**config.mk**
```make
export PLATFORM = sky130hd
export DESIGN_NAME = it214_sample_decompressor
export DESIGN_NICKNAME = d
export VERILOG_FILES = /design/src/sv/it214_pkg.sv /design/src/sv/it214_front.sv /design/src/sv/it214_res_fifo.sv /design/src/sv/it214_engine.sv /design/src/sv/it214_sample_decompressor.sv
export VERILOG_INCLUDE_DIRS = /design/src /design/src/sv
export SDC_FILE = /design/constraint.sdc
export NUM_CORES = 1
export LEC_CHECK = 0
export CAP_MARGIN = 10
export CORE_UTILIZATION = 59
export DETAILED_ROUTE_END_ITERATION = 16
export DONT_BUFFER_PORTS = 1
export PLACE_DENSITY = 0.78
export SLEW_MARGIN = 20
export SYNTH_ARGS = -nofsm -noshare
export SYNTH_HDL_FRONTEND = slang
export SYNTH_SLANG_ARGS = --single-unit
export TNS_END_PERCENT = 1
```
**constraint.sdc**
```tcl
create_clock -name clk -period 7.1 [get_ports clk]
set_input_delay 1.065 -clock clk [delete_from_list [all_inputs] [get_ports clk]]
set_output_delay 1.065 -clock clk [all_outputs]
set_load 0.05 [all_outputs]
```
**src/sv/assert_macros.svh**
```systemverilog
// Assertion macros shared by the sample decompressor RTL.
`ifndef ASSERT_MACROS_SVH
`define ASSERT_MACROS_SVH

// The condition must never hold at a clock edge outside reset.
`define CHK_NEVER(label, cond, msg) \
  label: assert property (@(posedge clk) disable iff (rst) !(cond)) else $error(msg);

// Whenever the first condition holds, the second must hold in the same cycle.
`define CHK_IMPLY(label, lhs, rhs, msg) \
  label: assert property (@(posedge clk) disable iff (rst) (lhs) |-> (rhs)) else $error(msg);

`endif

```
**src/sv/it214_pkg.sv**
```systemverilog
// Types and constants of the IT214 sample decompressor.
package it214_pkg;

  localparam logic [15:0] MAX_BLOCK_SAMPLES = 16'd32768;
  localparam logic [4:0] WIDE_8 = 5'd9;
  localparam logic [4:0] WIDE_16 = 5'd17;

  typedef struct packed {
    logic [7:0] packed_byte;
    logic block_start;
    logic [15:0] block_samples;
  } item_t;

  typedef struct packed {
    logic [15:0] sample_value;
    logic last_in_run;
    logic block_done;
  } result_t;

  typedef struct packed {
    logic [7:0] packed_byte;
    logic block_start;
    logic [15:0] samples;
  } cmd_t;

  typedef enum logic [0:0] {
    ST_IDLE,
    ST_RUN
  } state_t;

endpackage

```
**src/sv/it214_front.sv**
```systemverilog
// Input stage: accepts items, saturates the block count and queues commands.
module it214_front (
  input  logic clk,
  input  logic rst,
  input  logic push,
  output logic full,
  input  it214_pkg::item_t item,
  output logic cmd_valid,
  output it214_pkg::cmd_t cmd,
  input  logic cmd_pop
);

  it214_pkg::cmd_t slots [2];
  logic wptr;
  logic rptr;
  logic [1:0] cnt;
  logic do_push;
  logic do_pop;
  it214_pkg::cmd_t cmd_in;

  assign full = (cnt == 2'd2);
  assign cmd_valid = (cnt != 2'd0);
  assign cmd = slots[rptr];
  assign do_push = push && !full;
  assign do_pop = cmd_pop && cmd_valid;

  always_comb begin
    cmd_in.packed_byte = item.packed_byte;
    cmd_in.block_start = item.block_start;
    cmd_in.samples = (item.block_samples > it214_pkg::MAX_BLOCK_SAMPLES) ?
                     it214_pkg::MAX_BLOCK_SAMPLES : item.block_samples;
  end

  always_ff @(posedge clk) begin
    if (do_push) begin
      slots[wptr] <= cmd_in;
    end
  end

  always_ff @(posedge clk) begin
    if (rst) begin
      wptr <= 1'b0;
      rptr <= 1'b0;
      cnt <= 2'd0;
    end else begin
      if (do_push) begin
        wptr <= ~wptr;
      end
      if (do_pop) begin
        rptr <= ~rptr;
      end
      case ({do_push, do_pop})
        2'b10: cnt <= cnt + 2'd1;
        2'b01: cnt <= cnt - 2'd1;
        default: cnt <= cnt;
      endcase
    end
  end

endmodule

```
**src/sv/it214_res_fifo.sv**
```systemverilog
// Result queue between the decoder and the result port.
module it214_res_fifo (
  input  logic clk,
  input  logic rst,
  input  logic wr_en,
  input  it214_pkg::result_t wr_data,
  output logic res_full,
  input  logic pop,
  output logic empty,
  output it214_pkg::result_t result
);

  it214_pkg::result_t slots [4];
  logic [1:0] wptr;
  logic [1:0] rptr;
  logic [2:0] cnt;
  logic do_wr;
  logic do_rd;

  assign res_full = (cnt == 3'd4);
  assign empty = (cnt == 3'd0);
  assign result = slots[rptr];
  assign do_wr = wr_en && !res_full;
  assign do_rd = pop && !empty;

  always_ff @(posedge clk) begin
    if (do_wr) begin
      slots[wptr] <= wr_data;
    end
  end

  always_ff @(posedge clk) begin
    if (rst) begin
      wptr <= 2'd0;
      rptr <= 2'd0;
      cnt <= 3'd0;
    end else begin
      if (do_wr) begin
        wptr <= wptr + 2'd1;
      end
      if (do_rd) begin
        rptr <= rptr + 2'd1;
      end
      case ({do_wr, do_rd})
        2'b10: cnt <= cnt + 3'd1;
        2'b01: cnt <= cnt - 3'd1;
        default: cnt <= cnt;
      endcase
    end
  end

endmodule

```
**src/sv/it214_engine.sv**
```systemverilog
// Decoder core: merges bytes into the bit buffer and decodes one field per cycle unless stalled.
module it214_engine (
  input  logic clk,
  input  logic rst,
  input  logic cfg_we,
  input  logic cfg_bit,
  input  logic cmd_valid,
  input  it214_pkg::cmd_t cmd,
  output logic cmd_pop,
  output logic res_push,
  output it214_pkg::result_t res_data,
  input  logic res_full
);

  it214_pkg::state_t state;
  it214_pkg::state_t state_next;
  logic mode;
  logic [31:0] bit_buffer;
  logic [5:0] bits_held;
  logic [4:0] field_width;
  logic [15:0] running_value;
  logic [15:0] samples_left;
  logic [3:0] n;
  logic pend_valid;
  it214_pkg::result_t pend;

  logic [31:0] bit_buffer_next;
  logic [5:0] bits_held_next;
  logic [4:0] field_width_next;
  logic [15:0] running_value_next;
  logic [15:0] samples_left_next;
  logic [3:0] n_next;
  logic pend_valid_next;
  it214_pkg::result_t pend_next;

  logic [4:0] w;
  logic [4:0] wide;
  logic [4:0] esc_w;
  logic [31:0] fmask;
  logic [16:0] v;
  logic [16:0] vmask17;
  logic [16:0] border;
  logic [17:0] band_top;
  logic is_low;
  logic is_top;
  logic low_esc;
  logic mid_esc;
  logic top_esc;
  logic escape;
  logic [4:0] nw_low_raw;
  logic [4:0] nw_mid_raw;
  logic [4:0] nw_raw;
  logic [4:0] nw;
  logic [7:0] nw_top;
  logic [5:0] used;
  logic [31:0] delta32;
  logic [15:0] delta16;
  logic [15:0] run_sum;
  logic stop_pre;
  logic low_wait;
  logic [31:0] base_buffer;
  logic [5:0] base_held;
  logic [15:0] base_left;

  assign w = field_width;
  assign wide = mode ? it214_pkg::WIDE_16 : it214_pkg::WIDE_8;
  assign esc_w = mode ? 5'd4 : 5'd3;
  assign fmask = (32'd1 << w) - 32'd1;
  assign v = 17'(bit_buffer & fmask);
  assign vmask17 = mode ? 17'h0FFFF : 17'h000FF;
  assign border = (vmask17 >> (wide - w)) - (mode ? 17'd8 : 17'd4);
  assign band_top = {1'b0, border} + (mode ? 18'd16 : 18'd8);
  assign is_low = (w < 5'd7);
  assign is_top = (w == wide);

  always_comb begin
    low_esc = is_low && (v == (17'd1 << (w - 5'd1)));
    mid_esc = !is_low && !is_top && (v > border) && ({1'b0, v} <= band_top);
    top_esc = is_top && ((v & (17'd1 << (wide - 5'd1))) != 17'd0);
    escape = low_esc || mid_esc || top_esc;
    nw_low_raw = 5'(((bit_buffer >> w) & (mode ? 32'hF : 32'h7)) + 32'd1);
    nw_mid_raw = 5'(v - border);
    nw_raw = low_esc ? nw_low_raw : nw_mid_raw;
    nw_top = 8'(v + 17'd1);
    if (top_esc) begin
      if (nw_top == 8'd0 || nw_top > {3'b000, wide}) begin
        nw = w;
      end else begin
        nw = nw_top[4:0];
      end
    end else begin
      nw = (nw_raw < w) ? nw_raw : nw_raw + 5'd1;
    end
    used = low_esc ? {1'b0, w} + {1'b0, esc_w} : {1'b0, w};
    if (is_top) begin
      delta32 = {15'd0, v};
    end else if ((v & (17'd1 << (w - 5'd1))) != 17'd0) begin
      delta32 = {15'd0, v} | ~fmask;
    end else begin
      delta32 = {15'd0, v};
    end
    delta16 = delta32[15:0];
    run_sum = (running_value + delta16) & vmask17[15:0];
    stop_pre = (samples_left == 16'd0) || (n == 4'd8) || (w == 5'd0) || (w > wide) ||
               (bits_held < {1'b0, w});
    low_wait = low_esc && (bits_held < ({1'b0, w} + {1'b0, esc_w}));
  end

  always_comb begin
    state_next = state;
    bit_buffer_next = bit_buffer;
    bits_held_next = bits_held;
    field_width_next = field_width;
    running_value_next = running_value;
    samples_left_next = samples_left;
    n_next = n;
    pend_valid_next = pend_valid;
    pend_next = pend;
    cmd_pop = 1'b0;
    res_push = 1'b0;
    res_data = pend;
    base_buffer = bit_buffer;
    base_held = bits_held;
    base_left = samples_left;
    unique case (state)
      it214_pkg::ST_IDLE: begin
        if (cmd_valid) begin
          cmd_pop = 1'b1;
          if (cmd.block_start) begin
            base_buffer = 32'd0;
            base_held = 6'd0;
            base_left = cmd.samples;
            field_width_next = wide;
            running_value_next = 16'd0;
          end
          bit_buffer_next = base_buffer;
          bits_held_next = base_held;
          samples_left_next = base_left;
          if (base_left != 16'd0) begin
            if (base_held <= 6'd24) begin
              bit_buffer_next = base_buffer | ({24'd0, cmd.packed_byte} << base_held);
              bits_held_next = base_held + 6'd8;
            end
            n_next = 4'd0;
            state_next = it214_pkg::ST_RUN;
          end
        end
      end
      it214_pkg::ST_RUN: begin
        if (stop_pre || low_wait) begin
          res_data.last_in_run = 1'b1;
          if (!(pend_valid && res_full)) begin
            res_push = pend_valid;
            pend_valid_next = 1'b0;
            if (samples_left == 16'd0) begin
              bit_buffer_next = 32'd0;
              bits_held_next = 6'd0;
            end
            state_next = it214_pkg::ST_IDLE;
          end
        end else if (escape) begin
          bit_buffer_next = bit_buffer >> used;
          bits_held_next = bits_held - used;
          field_width_next = nw;
        end else if (!(pend_valid && res_full)) begin
          res_data.last_in_run = 1'b0;
          res_push = pend_valid;
          bit_buffer_next = bit_buffer >> used;
          bits_held_next = bits_held - used;
          running_value_next = run_sum;
          samples_left_next = samples_left - 16'd1;
          n_next = n + 4'd1;
          pend_valid_next = 1'b1;
          pend_next.sample_value = run_sum;
          pend_next.last_in_run = 1'b0;
          pend_next.block_done = (samples_left == 16'd1);
        end
      end
      default: begin
        state_next = it214_pkg::ST_IDLE;
      end
    endcase
  end

  always_ff @(posedge clk) begin
    pend <= pend_next;
    n <= n_next;
  end

  always_ff @(posedge clk) begin
    if (rst) begin
      state <= it214_pkg::ST_IDLE;
      mode <= 1'b0;
      bit_buffer <= 32'd0;
      bits_held <= 6'd0;
      field_width <= it214_pkg::WIDE_8;
      running_value <= 16'd0;
      samples_left <= 16'd0;
      pend_valid <= 1'b0;
    end else if (cfg_we) begin
      state <= it214_pkg::ST_IDLE;
      mode <= cfg_bit;
      bit_buffer <= 32'd0;
      bits_held <= 6'd0;
      field_width <= cfg_bit ? it214_pkg::WIDE_16 : it214_pkg::WIDE_8;
      running_value <= 16'd0;
      samples_left <= 16'd0;
      pend_valid <= 1'b0;
    end else begin
      state <= state_next;
      bit_buffer <= bit_buffer_next;
      bits_held <= bits_held_next;
      field_width <= field_width_next;
      running_value <= running_value_next;
      samples_left <= samples_left_next;
      pend_valid <= pend_valid_next;
    end
  end

endmodule

```
**src/sv/it214_sample_decompressor.sv**
```systemverilog
// Top level of the IT214 compressed sample block decoder.
// Items enter on a queue-style port: an item transaction happens when push
// is high and full is low. Each item carries one packed byte, a block start
// flag and the block's sample count. Results leave on a queue-style port: the
// oldest result sits on result while empty is low, and pop takes it.
// The single mode register is written through cfg_valid/cfg_ready/cfg_data;
// ready is always high, and a write also closes any open block.
// An item that finds no open block is taken without decoding. Any other
// item loads its byte, then decodes fields, escapes and samples, and then
// closes the run; a run holds up to 8 samples and the escapes that fit in
// the 32-bit buffer. A decoded sample waits in the decoder's pending
// register and is written to the result queue only once the next sample
// or the end of the run tells whether it ends the run.
// A two-entry command queue in front of the decoder lets new items be taken
// while the decoder works. When the receiver stops popping, the four-entry
// result queue fills, the decoder waits, and then full rises.
// Reset selects 8-bit mode, empties both queues and clears the decoder state.
module it214_sample_decompressor (
  input  logic clk,
  input  logic rst,
  input  logic push,
  output logic full,
  input  it214_pkg::item_t item,
  output logic empty,
  input  logic pop,
  output it214_pkg::result_t result,
  input  logic cfg_valid,
  output logic cfg_ready,
  input  logic cfg_data
);

  `include "assert_macros.svh"

  logic cmd_valid;
  it214_pkg::cmd_t cmd;
  logic cmd_pop;
  logic res_push;
  it214_pkg::result_t res_data;
  logic res_full;

  assign cfg_ready = 1'b1;

  it214_front u_front (
    .clk(clk),
    .rst(rst),
    .push(push),
    .full(full),
    .item(item),
    .cmd_valid(cmd_valid),
    .cmd(cmd),
    .cmd_pop(cmd_pop)
  );

  it214_engine u_engine (
    .clk(clk),
    .rst(rst),
    .cfg_we(cfg_valid),
    .cfg_bit(cfg_data),
    .cmd_valid(cmd_valid),
    .cmd(cmd),
    .cmd_pop(cmd_pop),
    .res_push(res_push),
    .res_data(res_data),
    .res_full(res_full)
  );

  it214_res_fifo u_res_fifo (
    .clk(clk),
    .rst(rst),
    .wr_en(res_push),
    .wr_data(res_data),
    .res_full(res_full),
    .pop(pop),
    .empty(empty),
    .result(result)
  );

  `CHK_NEVER(a_res_no_overflow, res_push && res_full, "Result written into a full queue.")
  `CHK_NEVER(a_cmd_pop_valid, cmd_pop && !cmd_valid, "Command taken from an empty queue.")
  `CHK_IMPLY(a_done_is_last, res_push && res_data.block_done, res_data.last_in_run, "Block end not last.")

endmodule
```
; Word-level counts from Yosys, hierarchy flattened
; Memory sizes are Yosys's and may differ from the RTL's. A register that Yosys moved wholly into a read port is not among the register bits.
; Cells that the tools add are included.
[word_totals]
inputBits = 31
latch_bits = 0
memories = 2
output_inout_bits = 21
romBits = 0
elab_cells = 233
ramBits = 122
ff_bits = 110
[classes]
n_eq_ne = 27
n_mul = 0
n_lt_le_gt_ge = 10
n_shift = 7
n_mux = 92
bitwise_logic = 14
add_sub_neg = 22
n_div = 0
n_reduce_logical = 42
[mem_list]
columns = name, depth, width, rd, rd_clocked_by_memory_dff, wr, line_no
row1 = u_res_fifo.slots, 4, 18, 1, 1, 1, it214_res_fifo.sv:13  ; it214_pkg::result_t slots [4];
row2 = u_front.slots, 2, 25, 1, 1, 1, it214_front.sv:13  ; it214_pkg::cmd_t slots [2];
[ops]
columns = operator, count
row1 = $mux W32, 11
row2 = $mux W16, 16
row3 = $mux W6, 12
row4 = $pmux W16 S2, 2
row5 = $pmux W32 S2, 1
row6 = $mux W5, 12
row7 = $and A17 B17 Y17, 3
row8 = $shl A1 B5 Y17 const A, 3
row9 = $reduce_bool A17 Y1, 2
row10 = $or A32 B32 Y32, 1
row11 = $shl A8 B6 Y32, 1
row12 = $shr A32 B5 Y5, 1
row13 = $shr A32 B6 Y32, 1
row14 = $mux W4, 7
row15 = $mux W1, 22
row16 = $ne A3 B3 Y1 const B, 7
row17 = $add A17 B5 Y18, 1
row18 = $le A17 B18 Y1, 1
row19 = $eq A17 B17 Y1, 1
row20 = $gt A17 B17 Y1, 1
row21 = $shr A17 B5 Y17, 1
row22 = $sub A17 B1 Y17 const B, 1
row23 = $sub A17 B4 Y17, 1
row24 = $add A16 B16 Y16, 1
row25 = other kinds (55), 104

; Logic depth before layout (Yosys ltp)
; Gate-level depths: netlist of the first run.
[depth]
depth_word = 15
ltp_mapped = 38
depth_no_buf = 33

; Cells and area by module
; Synthesis of the first run repeated with hierarchy kept, for this count alone.
[hier_totals]
cells_unflattened = 1919
hier_area_um2 = 17981.0
[modules_own_cells]
columns = mod, cells_per_inst, instances, seq_area_each_um2, area_each_um2
row1 = it214_engine, 1648, 1, 2192.1, 12729.7
row2 = it214_res_fifo, 148, 1, 2342.2, 3114.2
row3 = it214_front, 121, 1, 1601.5, 2125.8
row4 = it214_sample_decompressor, 2, 1, 0.0, 11.3

; Least setup slack after synthesis of the first run
; No wires, ideal clock.
[synth_path]
path_kind = reg2reg
startpoint = register u_engine.mode
endpoint = register u_res_fifo.cnt[2]
period_less_slack_ps = 7423
stages_incl_launch_ff = 35
path_slack_ps = -323
arrival_ps = 7353
path_buffers = 3
setup_time_ps = 70
t_required_ps = 7030
path_cell_list = dfxtp_1 buf_2 clkinv_1 ha_1 buf_4 or3b_1 and3_1 or2_1 buf_4 o311ai_0 ha_1 inv_1 fa_1 xnor2_1 fa_1 inv_1 a211oi_4 and2_1 nand2_1 nor3_1 xor2_1 ha_1 a2111oi_0 o211ai_1 o21ai_0 nand3_1 a31oi_1 nor2_1 inv_1 ha_1 inv_1 fa_1 xor2_1 or3_1 a21oi_1
[synth_via]
elab_chain_len = 15
word_cells_on_any_way = 38
classes_between = add/sub (5) / order compare (4) / eq/ne (3) / shift (2) / mux (9) / bitwise (1) / reduce/logical (14)
[synth_rtl]
columns = element, line_no
row1 = start: declaration, it214_engine.sv:17  ; logic mode;
row2 = start signal: assignment, it214_engine.sv:202  ; mode <= cfg_bit;
row3 = $mux W5, it214_engine.sv:66  ; assign wide = mode ? it214_pkg::WIDE_16 : it214_pkg::WIDE_8;
row4 = $sub A5 B5 Y5, it214_engine.sv:71  ; assign border = (vmask17 >> (wide - w)) - (mode ? 17'd8 : 17'd4);
row5 = $shr A17 B5 Y17, it214_engine.sv:71
row6 = $sub A17 B4 Y17, it214_engine.sv:71
row7 = $add A17 B5 Y18 or $gt A17 B17 Y1 (tied branches), "it214_engine.sv:72, it214_engine.sv:78"
row8 = $le A17 B18 Y1 or $logic_and A1 B1 Y1 (tied branches), it214_engine.sv:78  ; mid_esc = !is_low && !is_top && (v > border) && ({1'b0, v} <= band_top);
row9 = $logic_and A1 B1 Y1, it214_engine.sv:78
row10 = $logic_or A1 B1 Y1 (2 in series), it214_engine.sv:80  ; escape = low_esc || mid_esc || top_esc;
row11 = $mux W1, it214_engine.sv:161  ; end else if (escape) begin
row12 = $mux W1 *, it214_engine.sv:150  ; if (stop_pre || low_wait) begin
row13 = $mux W1 *, it214_engine.sv:125  ; unique case (state)
row14 = $logic_and A1 B1 Y1 *, it214_res_fifo.sv:23  ; assign do_wr = wr_en && !res_full;
row15 = $eq A2 B1 Y1 or $eq A2 B2 Y1 (tied branches), it214_res_fifo.sv:44  ; case ({do_wr, do_rd})
row16 = $pmux W3 S2 or $reduce_bool A2 Y1 (tied branches), -
row17 = end signal: assignment, it214_res_fifo.sv:45  ; 2'b10: cnt <= cnt + 3'd1;
row18 = end signal: assignment, it214_res_fifo.sv:46  ; 2'b01: cnt <= cnt - 3'd1;
row19 = end signal: assignment, it214_res_fifo.sv:47  ; default: cnt <= cnt;
row20 = end: declaration, it214_res_fifo.sv:16  ; logic [2:0] cnt;
; Every way passes the cells marked *; elsewhere a longest branch is shown, timed or not.
; A chain may end at the register's enable or synchronous reset.

; Final worst setup path of the first run
[layout_path]
startpoint = register u_engine.field_width[2]
endpoint = register u_engine.field_width[3]
[layout_via]
elab_chain_len = 13
word_cells_on_any_way = 57
classes_between = add/sub (10) / order compare (8) / eq/ne (5) / shift (4) / mux (8) / bitwise (3) / reduce/logical (19)
[layout_rtl]
columns = element, line_no
row1 = start: declaration, it214_engine.sv:20  ; logic [4:0] field_width;
row2 = start signal: assignment, it214_engine.sv:196  ; field_width <= it214_pkg::WIDE_8;
row3 = start signal: assignment, it214_engine.sv:205  ; field_width <= cfg_bit ? it214_pkg::WIDE_16 : it214_pkg::WIDE_8;
row4 = start signal: assignment, it214_engine.sv:213  ; field_width <= field_width_next;
row5 = "parallel branches: the longest is 13 deep, another holds $add A17 B5 Y18", -
; Several ways; the timed one is not identified. The select of a mux whose other input is x is not followed.

==> impl_summary.md, run 1 <==
Logic synthesis
The number of flops mapped to enable cells by yosys is roughly 140. Among all flip-flop cells after synthesis, the most frequent one is edfxtp_1. In the synthesized netlist, the number of instances is 1,818.

The share of synthesized flip-flops with an asynchronous set or reset is 0%. For this run, the number of Yosys warnings is 0. Synthesis inferred approximately 240 register bits. The parity-gate share of the synthesized area counting xor and xnor cells is 3.13%. The share of synthesized cell area in full adder, half adder and majority cells is under 10%.

The synthesized netlist net count is around 2,000. The synthesized netlist devotes roughly a fifth of its cell area to compound gates. Each instance of the synthesized netlist takes up on average about 9.5 µm².

The share of the Yosys chip area taken by registers is between 30% and 40%. The largest family of logic cells by synthesized area is compound AO/OA/AOI/OAI gates. The number of distinct library cell variants in the gate-level netlist after synthesis is a little over 90. The area of the mapped netlist is around 0.017 mm². The fraction of synthesized area in multiplexers is between 10% and 20%. Of the total synthesized cell area, the portion taken by AND, OR, NAND and NOR gates is 15.8%.

Run status
The run finished with clean final reports.

Route
In the routed design, unresolved DRC markers number 0. Summed over all layers, the routed wires come to 49,900 µm. After detailed routing, the average wire length per cell comes to roughly 23 µm. The first detailed-routing pass ran for 6 iterations. In this run the remaining antenna-violating nets after routing total 0.

In this run, the number of DRC markers left after iteration 0 of detailed routing was 1,559. The via count is 14,900. The ratio of routed vias to standard cells is a little under 7.

Critical path
The critical-path cell with the highest stage delay is ha_1. The element type at the critical path end is a flop. Data on the critical path arrives at its endpoint at 7.12 ns. The top fanout value on the critical path is between 40 and 50.

The internal reg-to-reg setup slack is 0.36 ns. STA puts the critical path data required time at between 7 and 8 ns. The critical setup path kind is reg2reg. The number of cells on the worst reg-to-reg path is 28. The critical path's largest stage delay is 0.44 ns. The category of the worst setup path launch point is a flop.

Floorplanning
The die is ~170 µm tall. The number of top-level pins is 52. The standard-cell row count is between 60 and 70.

The initial utilization of the core area, before any placement, comes to about three fifths. After floorplanning, the core was sized to cover between 0.02 and 0.03 mm². The width of the die is ~170 µm. The area of the die is ~0.030 mm².

GRT
Global routing used 32.6% of the available tracks. The number of global-route vias before repair was approximately 14,000. The wire length of the first global-routing pass is between 70,000 and 80,000 µm. The initial antenna violation count was 0. The total overflow left after global routing is 0. The largest net degree at the start of global routing is 49.

Place
Summed over all nets, the half-perimeter wirelength after detailed placement is 36,900 µm. The port buffer count is 0. The final RePlAce weighted congestion is between 1 and 1.5.

Timing
The relative slew slack is about 31%. The highest clock frequency the design can meet is roughly 150 MHz. The number of hold violations in the final report was 0. Setup repair after global routing left no endpoint under its margin.

The worst path in the final design needs a cycle of between 6 and 7 ns, including I/O delays and setup. The final number of max-transition violations is 0. The worst-margin pin slew is ~1.0 ns.

The number of setup violations in the final report is 0. The worst-case clock skew is around 0.015 ns. The portion of the clock cycle consumed by the worst path in the final layout is a little over nine tenths.

Clock tree
TritonCTS built the clock tree. The maximum level of the CTS H-tree is 1. After clock tree synthesis, the flow added hold-fix buffers numbering 0. The clock transition time at the flip-flop clock pins of the worst setup and hold paths is around 0.060 ns. Clock tree synthesis found a total of approximately 240 sinks. The clock root buffer is clkbuf_16. At the later pin of the worst-skew pair, clock insertion delay measures 0.54 ns.

TritonCTS created 24 clock buffers. The number of buffers between clock root and the deepest sink is 3.

Finish
In the layout the commonest cells are nand2_1 (156), edfxtp_1 (143), nor2_1 (118). The number of nets in the finished design is between 1,500 and 2,000. Compared with the post-synthesis result, the final layout area differs by 7.82%. Cells fill 64.9% of the core in the end. The post-route netlist has ~12% of its cells at a drive strength greater than 1. The leading cell type in the layout, fill and taps excluded is nand2_1.

Power and ir drop
The total power consumption of the routed design is 5.08 mW. The worst vdd rail ir drop is ~0.23 mV. The static power due to leakage is 7.38 nW. In this run the power density over the cells is between 200 and 300 mW/mm².

Job
Max-cap violations in this run came to 0.

Hold path
The worst hold path belongs to the class reg2reg. The worst hold path passes through 2 cells.
power by group:
part           internal, mW  total, mW  switching, mW
Sequential             1.55       1.68          0.130
Clock                 0.748       1.29          0.541
Combinational         0.818       2.10           1.29
Total                  3.12       5.08           1.96
final timing paths:
check	from	endpoint
worst max-delay path	u_engine.field_width[2]	u_engine.field_width[3]
worst min-delay path	u_engine.running_value[3]	u_engine.running_value[3]
worst max register to register	u_engine.field_width[2]	u_engine.field_width[3]
worst min register to register	u_engine.running_value[3]	u_engine.running_value[3]
state kept, by name, indices dropped and copies added, names as in the netlist, named ones only:
register / cells
u_front.slots: 50
u_res_fifo.cnt: 3
u_res_fifo.wptr: 2
u_front.cnt: 2
u_engine.mode: 1
u_front.wptr: 1
u_engine.pend_valid: 1
u_res_fifo.rptr: 2
u_engine.samples_left: 16
u_engine.field_width: 5
u_engine.bits_held: 6
u_front.rptr: 1
u_engine.running_value: 16
u_engine.bit_buffer: 32
u_res_fifo.slots: 72
u_engine.n: 4
u_engine.res_data: 17
u_engine.state: 1
through the flow:
stage	setup slack (ns)	TNS (ns)	hold slack [ns]	cells	cell area (µm²)
after floorplan	0.0432	0	0.450	1818	17300
after global placement	0.0681	0	0.462	2145	17800
after detailed placement	-0.0656	-0.0656	0.472	2145	17800
after CTS	0.0312	0	0.480	2189	18600
after global routing	0.00862	0	0.494	2193	18700
final	0.364	0	0.479	2194	18700
worst max-delay path, delay by kind of cell (launching register included):
kind / cells / cell delay, ns
flip-flops: 1 / 0.34
AO/OA/AOI/OAI: 11 / 2.30
buffers and inverters: 3 / 0.60
adder cells (fa/ha/maj): 3 / 1.04
multiplexers: 1 / 0.11
XOR/XNOR: 1 / 0.15
AND/OR/NAND/NOR: 9 / 2.00
metal layers:
metal  track usage [%]  wire length, µm
met2              55.2            24000
met5                 0                0
met1              41.9            19900
met3              4.30             3880
met4              14.0             2120
synth_stat cells (all sizes together) (5+ instances only):
cell     number  area [µm²]
nand2       158         596
nor3b         7        52.6
a22oi        17         128
xnor2        41         359
o2bb2ai      15         131
and4          5        43.8
nand3        70         350
a31o         10        87.6
mux4         45        1010
a31oi        20         131
and3         34         213
or2           6        37.5
mux2         23         259
a21o         37         278
nor3         43         215
nand2b       17         106
nor2        124         470
mux2i        93         935
or3           9        56.3
a211oi       25         200
fa            7         140
a21boi        9        75.1
clkbuf       66         249
nand4        16         106
a221oi       18         175
dfxtp        92        1840
nor2b        30         188
o21ai        99         499
xor2         21         184
ha          116        1450
o311ai        6        52.6
edfxtp      143        4290
o22ai        26         163
buf          45         254
and2         17         106
a22o         17         149
a32oi         6        60.1
nor4         16         100
o211ai       11        82.6
inv          77         289
o21a         10        75.1
a21oi       103         523
o21bai        8        60.1
cells by family (layout without fill, tap and decap cells):
family          Yosys count  count (layout)
simple gates            564             564
compound gates          481             481
flops                   235             235
buf+inv                 190             181
mux                     161             161
fa+ha+maj               124             124
xor+xnor                 62              62
other cells               1               2
area by class of cell:
type | count | area, µm²
multi-input combinational | 1393 | 10500
timing repair buffer | 58 | 468
tap | 384 | 480
sequential | 235 | 6140
clock buffer | 31 | 678
inverter | 79 | 298
clock inverter | 13 | 126
fill | 2301 | 10100
antenna | 1 | 2.50
what timing repair did:
| action | CTS | global route |
|---|---|---|
| setup buffers | 0 | 3 |
| gates resized for setup | 1 | 14 |
| pin swaps | 0 | 3 |
| hold endpoints to repair | 0 | 0 |
| setup endpoints to repair | 1 | 100 |
(Power assumes the default switching activity.)
==> run 2, diff against run 1 <==
Settings changed: CELL_PAD_IN_SITES_DETAIL_PLACEMENT from default to 0, CELL_PAD_IN_SITES_GLOBAL_PLACEMENT from default to 1, CORE_UTILIZATION 59 to 46, PLACE_DENSITY 0.78 to default, PLACE_DENSITY_LB_ADDON from default to 0.1.
==> impl_summary.md, run 2 (synthesized netlist as in run 1, its figures left out) <==
Critical path
The slowest stage of the critical path is the fa_2 cell. The required time at the worst-slack endpoint is 7.58 ns. The count of cells along the worst register-to-register path is 31. The critical path is of the reg2reg type.

The category of the worst setup path launch point is a flop. The buffer and inverter count on the worst path is 5. The largest single stage delay on the critical path is roughly 0.45 ns. In this run the worst path has a maximum fanout of 7. The data arrival time of the critical path is a little over 7 ns. The reg-to-reg critical path endpoint is u_res_fifo.cnt[2].

The worst register-to-register path begins at u_engine.field_width[3]. The internal reg-to-reg setup slack is around 0.37 ns. The kind of cell with the highest combined delay along the critical path is simple AND/OR/NAND/NOR gates. The element type at the critical path end is a flop.

GRT
The largest net degree at the start of global routing is 43. Global routing used a little over a quarter of the available tracks. The number of global-route vias before repair is around 14,000.

The initial antenna violation count is 1. After global routing the overflow that remains totals 0. The wire length of the first global-routing pass is slightly above 80,000 µm.

Route
After detailed routing, the total wire length is 53,400 µm. After detailed routing, the number of remaining DRC violations is 0. The first detailed-routing pass ran for 6 iterations. The number of nets still failing antenna checks after routing is 0. In the final routed layout, each cell accounts on average for 23.0 µm. The detailed router's first-iteration violation count is between 1,000 and 1,500. Detailed routing inserted a total of about 15,000 vias.

The ratio of routed vias to standard cells is around 6.2.

Hold path
The endpoint with the worst hold slack is u_engine.running_value[3]. Counting instances, the worst hold path has a depth of 2. The critical hold path startpoint is u_engine.running_value[3]. The class of the most critical hold timing path is reg2reg.

Power and ir drop
The switching power total is between 2 and 2.5 mW. The clock group share of total power is a little over a quarter. Power comes to 5.17 mW. Net switching is about 40% of the power. The proportion of power drawn by flip-flops and latches is about 33%. The worst vdd rail ir drop is between 0.2 and 0.3 mV. The internal power summed over all cells is between 3 and 4 mW.

The static power due to leakage is 7.43 nW. In this run the power density over the cells is between 200 and 300 mW/mm². Combinational logic is responsible for between 40 and 50% of the overall power.

Timing
The number of setup violations in the final report is 0. At the pin with the least slew margin, the transition time is 1.08 ns. The worst-case clock skew is 0.0168 ns. The final number of max-transition violations was 0. In this run the tightest slew margin relative to its limit is around 28%. The number of hold violations in the final report is 0. Based on the critical path, the design can be clocked at up to ~150 MHz. The time the worst path needs with I/O delays and setup is a little under 7 ns.

The portion of the clock cycle consumed by the worst path in the final layout is between 90% and 100%.

Clock tree
The tree is rooted in a clkbuf_16. The maximum level of the CTS H-tree is 1. Clock tree synthesis found a total of ~240 sinks. Clock-pin slew was measured on the worst setup and hold paths at roughly 0.06 ns.

The clock tree from TritonCTS is done. The number of clock buffers added by TritonCTS is 27. In this run the deepest clock path goes through 3 buffers. The later-pin clock latency in the skew report is 0.56 ns.

Finish
Leaving out fill and tap cells, the most frequent cell in the layout is nand2_1. The register with the most flip-flops in the layout has 72 of them. Fill cells in the final layout number ~3,500. For this run, the post-layout net count is between 1,500 and 2,000.

The largest registers in the layout are u_res_fifo.slots x72, u_front.slots x50, u_engine.bit_buffer x32. The area added between synthesis and finish is 9.12%. The library cells used most frequently in the layout, excluding fill and tap cells, are nand2_1 (157), edfxtp_1 (143), nor2_1 (118).

The core occupancy in the finished layout is between 50% and 60%. The post-route netlist has 12.6% of its cells at a drive strength greater than 1. The largest register by flop count is u_res_fifo.slots.

Floorplanning
The die covers about 0.038 mm². In this run the vertical extent of the chip is slightly below 200 µm. For this design the top-level I/O count stands at 52.

The initialized floorplan defines 70 standard-cell rows. For this configuration, the core starts out at a cell density of 47.0%. The width of the die is roughly 200 µm.

The placeable core area is about 0.037 mm².

Place
At the end of routability-driven placement, the weighted congestion stood at between 0.9 and 1. The HPWL after detailed placement is slightly below 40,000 µm. Port buffering added 0 buffers.

Job
Max-cap violations in this run came to 0.

Run status
The run finished with clean final reports.
-- run 2: power by group through the flow --
stage                     Clock [mW]  Combinational, mW  Sequential [mW]
after floorplan                    0               1.57             1.63
after global placement             0               2.09             1.70
after detailed placement           0               2.09             1.70
after CTS                       1.38               2.10             1.68
after global routing            1.42               2.36             1.69
final                           1.34               2.15             1.68
-- run 2: per-layer routing --
| layer | vias to the layer above | part of all wire [%] | GRT usage (%) |
|---|---|---|---|
| met5 | - | 0.021 | 0 |
| met4 | 2 | 3.1 | 8.51 |
| met3 | 106 | 5.6 | 3.04 |
| met2 | 488 | 48 | 46.2 |
| met1 | 7089 | 44 | 37.0 |
| li1 | 6839 | - | - |
-- run 2: per-stage QoR --
step | setup TNS, ns | hold slack [ns] | area, µm² | worst slack (ns) | std cells
after detailed placement | -0.0260 | 0.476 | 18000 | -0.0260 | 2272
after CTS | 0 | 0.484 | 18800 | 0.0521 | 2322
after global placement | 0 | 0.464 | 18000 | 0.0332 | 2272
after floorplan | 0 | 0.450 | 17300 | 0.0432 | 1818
after global routing | -0.106 | 0.507 | 18900 | -0.106 | 2325
final | 0 | 0.484 | 18900 | 0.374 | 2326
-- run 2: cell type report --
class                   count  area, µm²  share of cell area (%)
inverters                  79        298                    1.57
flip-flops and latches    235       6140                    32.5
clock buffers              35        706                    3.73
diodes                      1       2.50                  0.0132
multi-input cells        1393      10500                    55.6
repair buffers             64        480                    2.54
well taps                 504        631                    3.34
clock inverters            15        148                   0.781
-- run 2: worst max path at each step --
stage,from,endpoint,slack [ns],depth (start not counted)
global route,u_engine.field_width[3],u_res_fifo.cnt[2],-0.11,33
CTS,u_engine.field_width[3],u_res_fifo.cnt[2],0.05,32
finish,u_engine.field_width[3],u_res_fifo.cnt[2],0.37,31
global placement,u_engine.field_width[3],u_res_fifo.cnt[2],0.03,31
detailed placement,u_engine.field_width[3],u_res_fifo.cnt[2],-0.03,32
floorplan,u_engine.field_width[1],u_res_fifo.cnt[2],0.04,35
-- run 2: worst min-delay path, delay by kind of cell (launching register included) --
family          cells  cell delay (ns)
simple gates        1             0.05
flops               1             0.31
compound gates      1             0.07
-- run 2: what timing repair did --
| item | CTS | global route |
|---|---|---|
| buffers inserted | 0 | 3 |
| hold buffers | 0 | 0 |
| cloned | 0 | 0 |
| setup endpoints to repair | 1 | 99 |
| pin swaps | 0 | 2 |
| gates resized for setup | 1 | 16 |
==> run 3, diff against run 2 <==
Settings changed: CORE_ASPECT_RATIO from default to 0.5.
==> impl_summary.md, run 3 (synthesized netlist as in run 1, its figures left out) <==
Power and ir drop
Summed over all cells, the static leakage comes to 7.39 nW. The proportion of power drawn by flip-flops and latches is approximately 33%. Per report_power, the clock group accounts for between 20 and 30% of the total. The worst vdd rail ir drop is approximately 0.21 mV. The internal power summed over all cells is approximately 3.2 mW.

Combinational cells account for 41.5% of the total power. The total power consumption of the routed design is between 5 and 6 mW. The switching power total is slightly above 2 mW.

The switching share of power is just under 40%. The total power per unit cell area is roughly 280 mW/mm².

Clock tree
The number of buffers added by the clock tree synthesis step is 23. Counting every sink on the clock net gives approximately 240. In this run the number of H-tree levels came out at 1.

The clock transition time at the flip-flop clock pins of the worst setup and hold paths is around 0.070 ns. The clock passes through at most 3 buffers. Buffers inserted to repair hold after CTS numbered 0. TritonCTS built the clock tree. At the later pin of the worst-skew pair, clock insertion delay measures ~0.54 ns. The root buffer cell chosen for the clock tree is clkbuf_16.

GRT
Entering global routing, the biggest net connects 50 pins. The number of global-route vias before repair is 14,100. The wire length of the first global-routing pass is ~84,000 µm. The initial antenna violation count is 1. In the global route stage, overall resource usage came out at approximately 28%. The global route total overflow is 0.

Critical path
The category of the worst setup path launch point is a flop. STA classifies the critical path endpoint as a flop. The data arrival time of the critical path is between 7 and 8 ns. STA puts the critical path data required time at 7.57 ns. The largest single stage delay on the critical path is around 0.42 ns. The top fanout value on the critical path is 5. The critical-path cell with the highest stage delay is fa_2.

The critical setup path kind is reg2reg.

Route
The average wire per cell in the routed design is about 24 µm. The detailed router finished its first iteration with around 1,500 violations. After detailed routing, the total wire length is about 55,000 µm. Using the TritonRoute via totals, the vias-per-cell ratio works out to between 6 and 7. The first-pass iteration count of the detailed router is 5.

Detailed routing inserted a total of between 10,000 and 15,000 vias. The count of nets left with antenna violations once routing finished came out at 0. The post-detailed-route DRC marker count is 0.

Job
Max-cap violations in this run came to 0.

Place
The placement-stage worst setup slack is -0.106 ns. The number of placed instances, taps included, is about 2,200. The wire-length estimate of the detail-placed layout is between 40,000 and 50,000 µm. The port buffer count is 0. The placed instances occupy a cell area of 0.0179 mm². Routability-driven placement finished with a final weighted congestion of roughly 0.95.

Timing
Final hold analysis gives a worst-case slack of roughly 0.48 ns. The final critical path takes up between 90% and 100% of the cycle. For the final routed database, the setup TNS stands at 0 ns.

The worst-margin pin slew is between 1 and 1.5 ns. In the post-route analysis, the smallest setup slack over all paths is 0.296 ns. The final number of max-transition violations came to 0. The number of setup violations in the final report is 0. The worst pin sits at a relative slew slack of a little under 30%. The number of hold violations in the final report is 0. After layout, the minimum clock period comes to just under 7 ns. The highest clock frequency the design can meet is 147 MHz. The worst-case clock skew is ~0.015 ns.

Finish
The leading cell type in the layout, fill and taps excluded is nand2_1. The largest registers in the layout are u_res_fifo.slots x72, u_front.slots x50, u_engine.bit_buffer x32. Counting flops per register, the top entry is u_res_fifo.slots.

After the last flow step, the layout net total stands at around 1,900. In the layout the commonest cells are nand2_1 (157), edfxtp_1 (143), nor2_1 (120). The diode insertion count for antenna repair is 0.

Leaving out filler cells and counting taps, the final layout contains roughly 2,300. The area added between synthesis and finish is 8.47%. The finished cells cover around 0.019 mm². Cells with a size suffix above 1 make up 12.0% of the layout. At the end of the flow the core is filled with cells to 51.5%. The flip-flop count of the largest register after layout is a little over 70. After filler insertion, the fill cell instance count of the layout stands at between 3,000 and 4,000.

Floorplanning
52 I/O pins were placed. In this run the core area contains between 40 and 50 standard-cell rows. Once the floorplan was initialized, standard cells occupied 47.5% of the core. The width of the die is between 200 and 300 µm. The core region is 0.0365 mm². The area of the die is between 0.03 and 0.04 mm². The die extent in y is between 100 and 150 µm.

Run status
The flow ran to the end, and the final reports show no timing, DRC or antenna violations.

Hold path
The class of the most critical hold timing path is reg2reg.
==> run 3: final cells by class <==
cell class	count	area (µm²)	share of cell area, %
inverter	79	298	1.58
sequential	235	6140	32.7
clock inverter	15	205	1.09
timing repair buffer	58	455	2.42
clock buffer	26	597	3.18
tap	484	606	3.22
multi-input combinational	1393	10500	55.8
==> run 3: worst max-delay path, delay by kind of cell (launching register included) <==
| family | cells | cell delay [ns] |
|---|---|---|
| xor+xnor | 1 | 0.16 |
| buf+inv | 5 | 0.36 |
| simple gates | 10 | 2.38 |
| fa+ha+maj | 6 | 1.67 |
| compound gates | 10 | 1.82 |
| flops | 1 | 0.34 |
==> run 3: final timing paths <==
path                                   start                    endpoint  slack [ns]  cells after the start
setup / recovery     u_engine.field_width[3]           u_res_fifo.cnt[2]        0.30                     32
hold / removal    u_engine.running_value[10]  u_engine.running_value[10]        0.48                      2
setup reg to reg     u_engine.field_width[3]           u_res_fifo.cnt[2]        0.30                     32
hold reg to reg   u_engine.running_value[10]  u_engine.running_value[10]        0.48                      2
==> run 3: power groups by stage <==
stage                     clock network [mW]  logic (mW)  registers (mW)
after CTS                               1.36        2.09            1.68
after global placement                     0        2.03            1.71
after global routing                    1.40        2.35            1.70
final                                   1.34        2.15            1.69
after floorplan                            0        1.57            1.63
after detailed placement                   0        2.08            1.71
==> run 3: timing repair <==
item,CTS,global route
gates resized for setup,4,11
pin swaps,0,2
buffers inserted,0,1
setup endpoints to repair,1,89
cloned,0,0
==> run 3: layer usage <==
metal	track usage (%)	vias up	part of all wire (%)
li1	-	6822	-
met1	42.4	7198	48
met2	41.3	578	42
met3	4.28	90	7.6
met4	6.82	0	2.4
met5	0	-	0
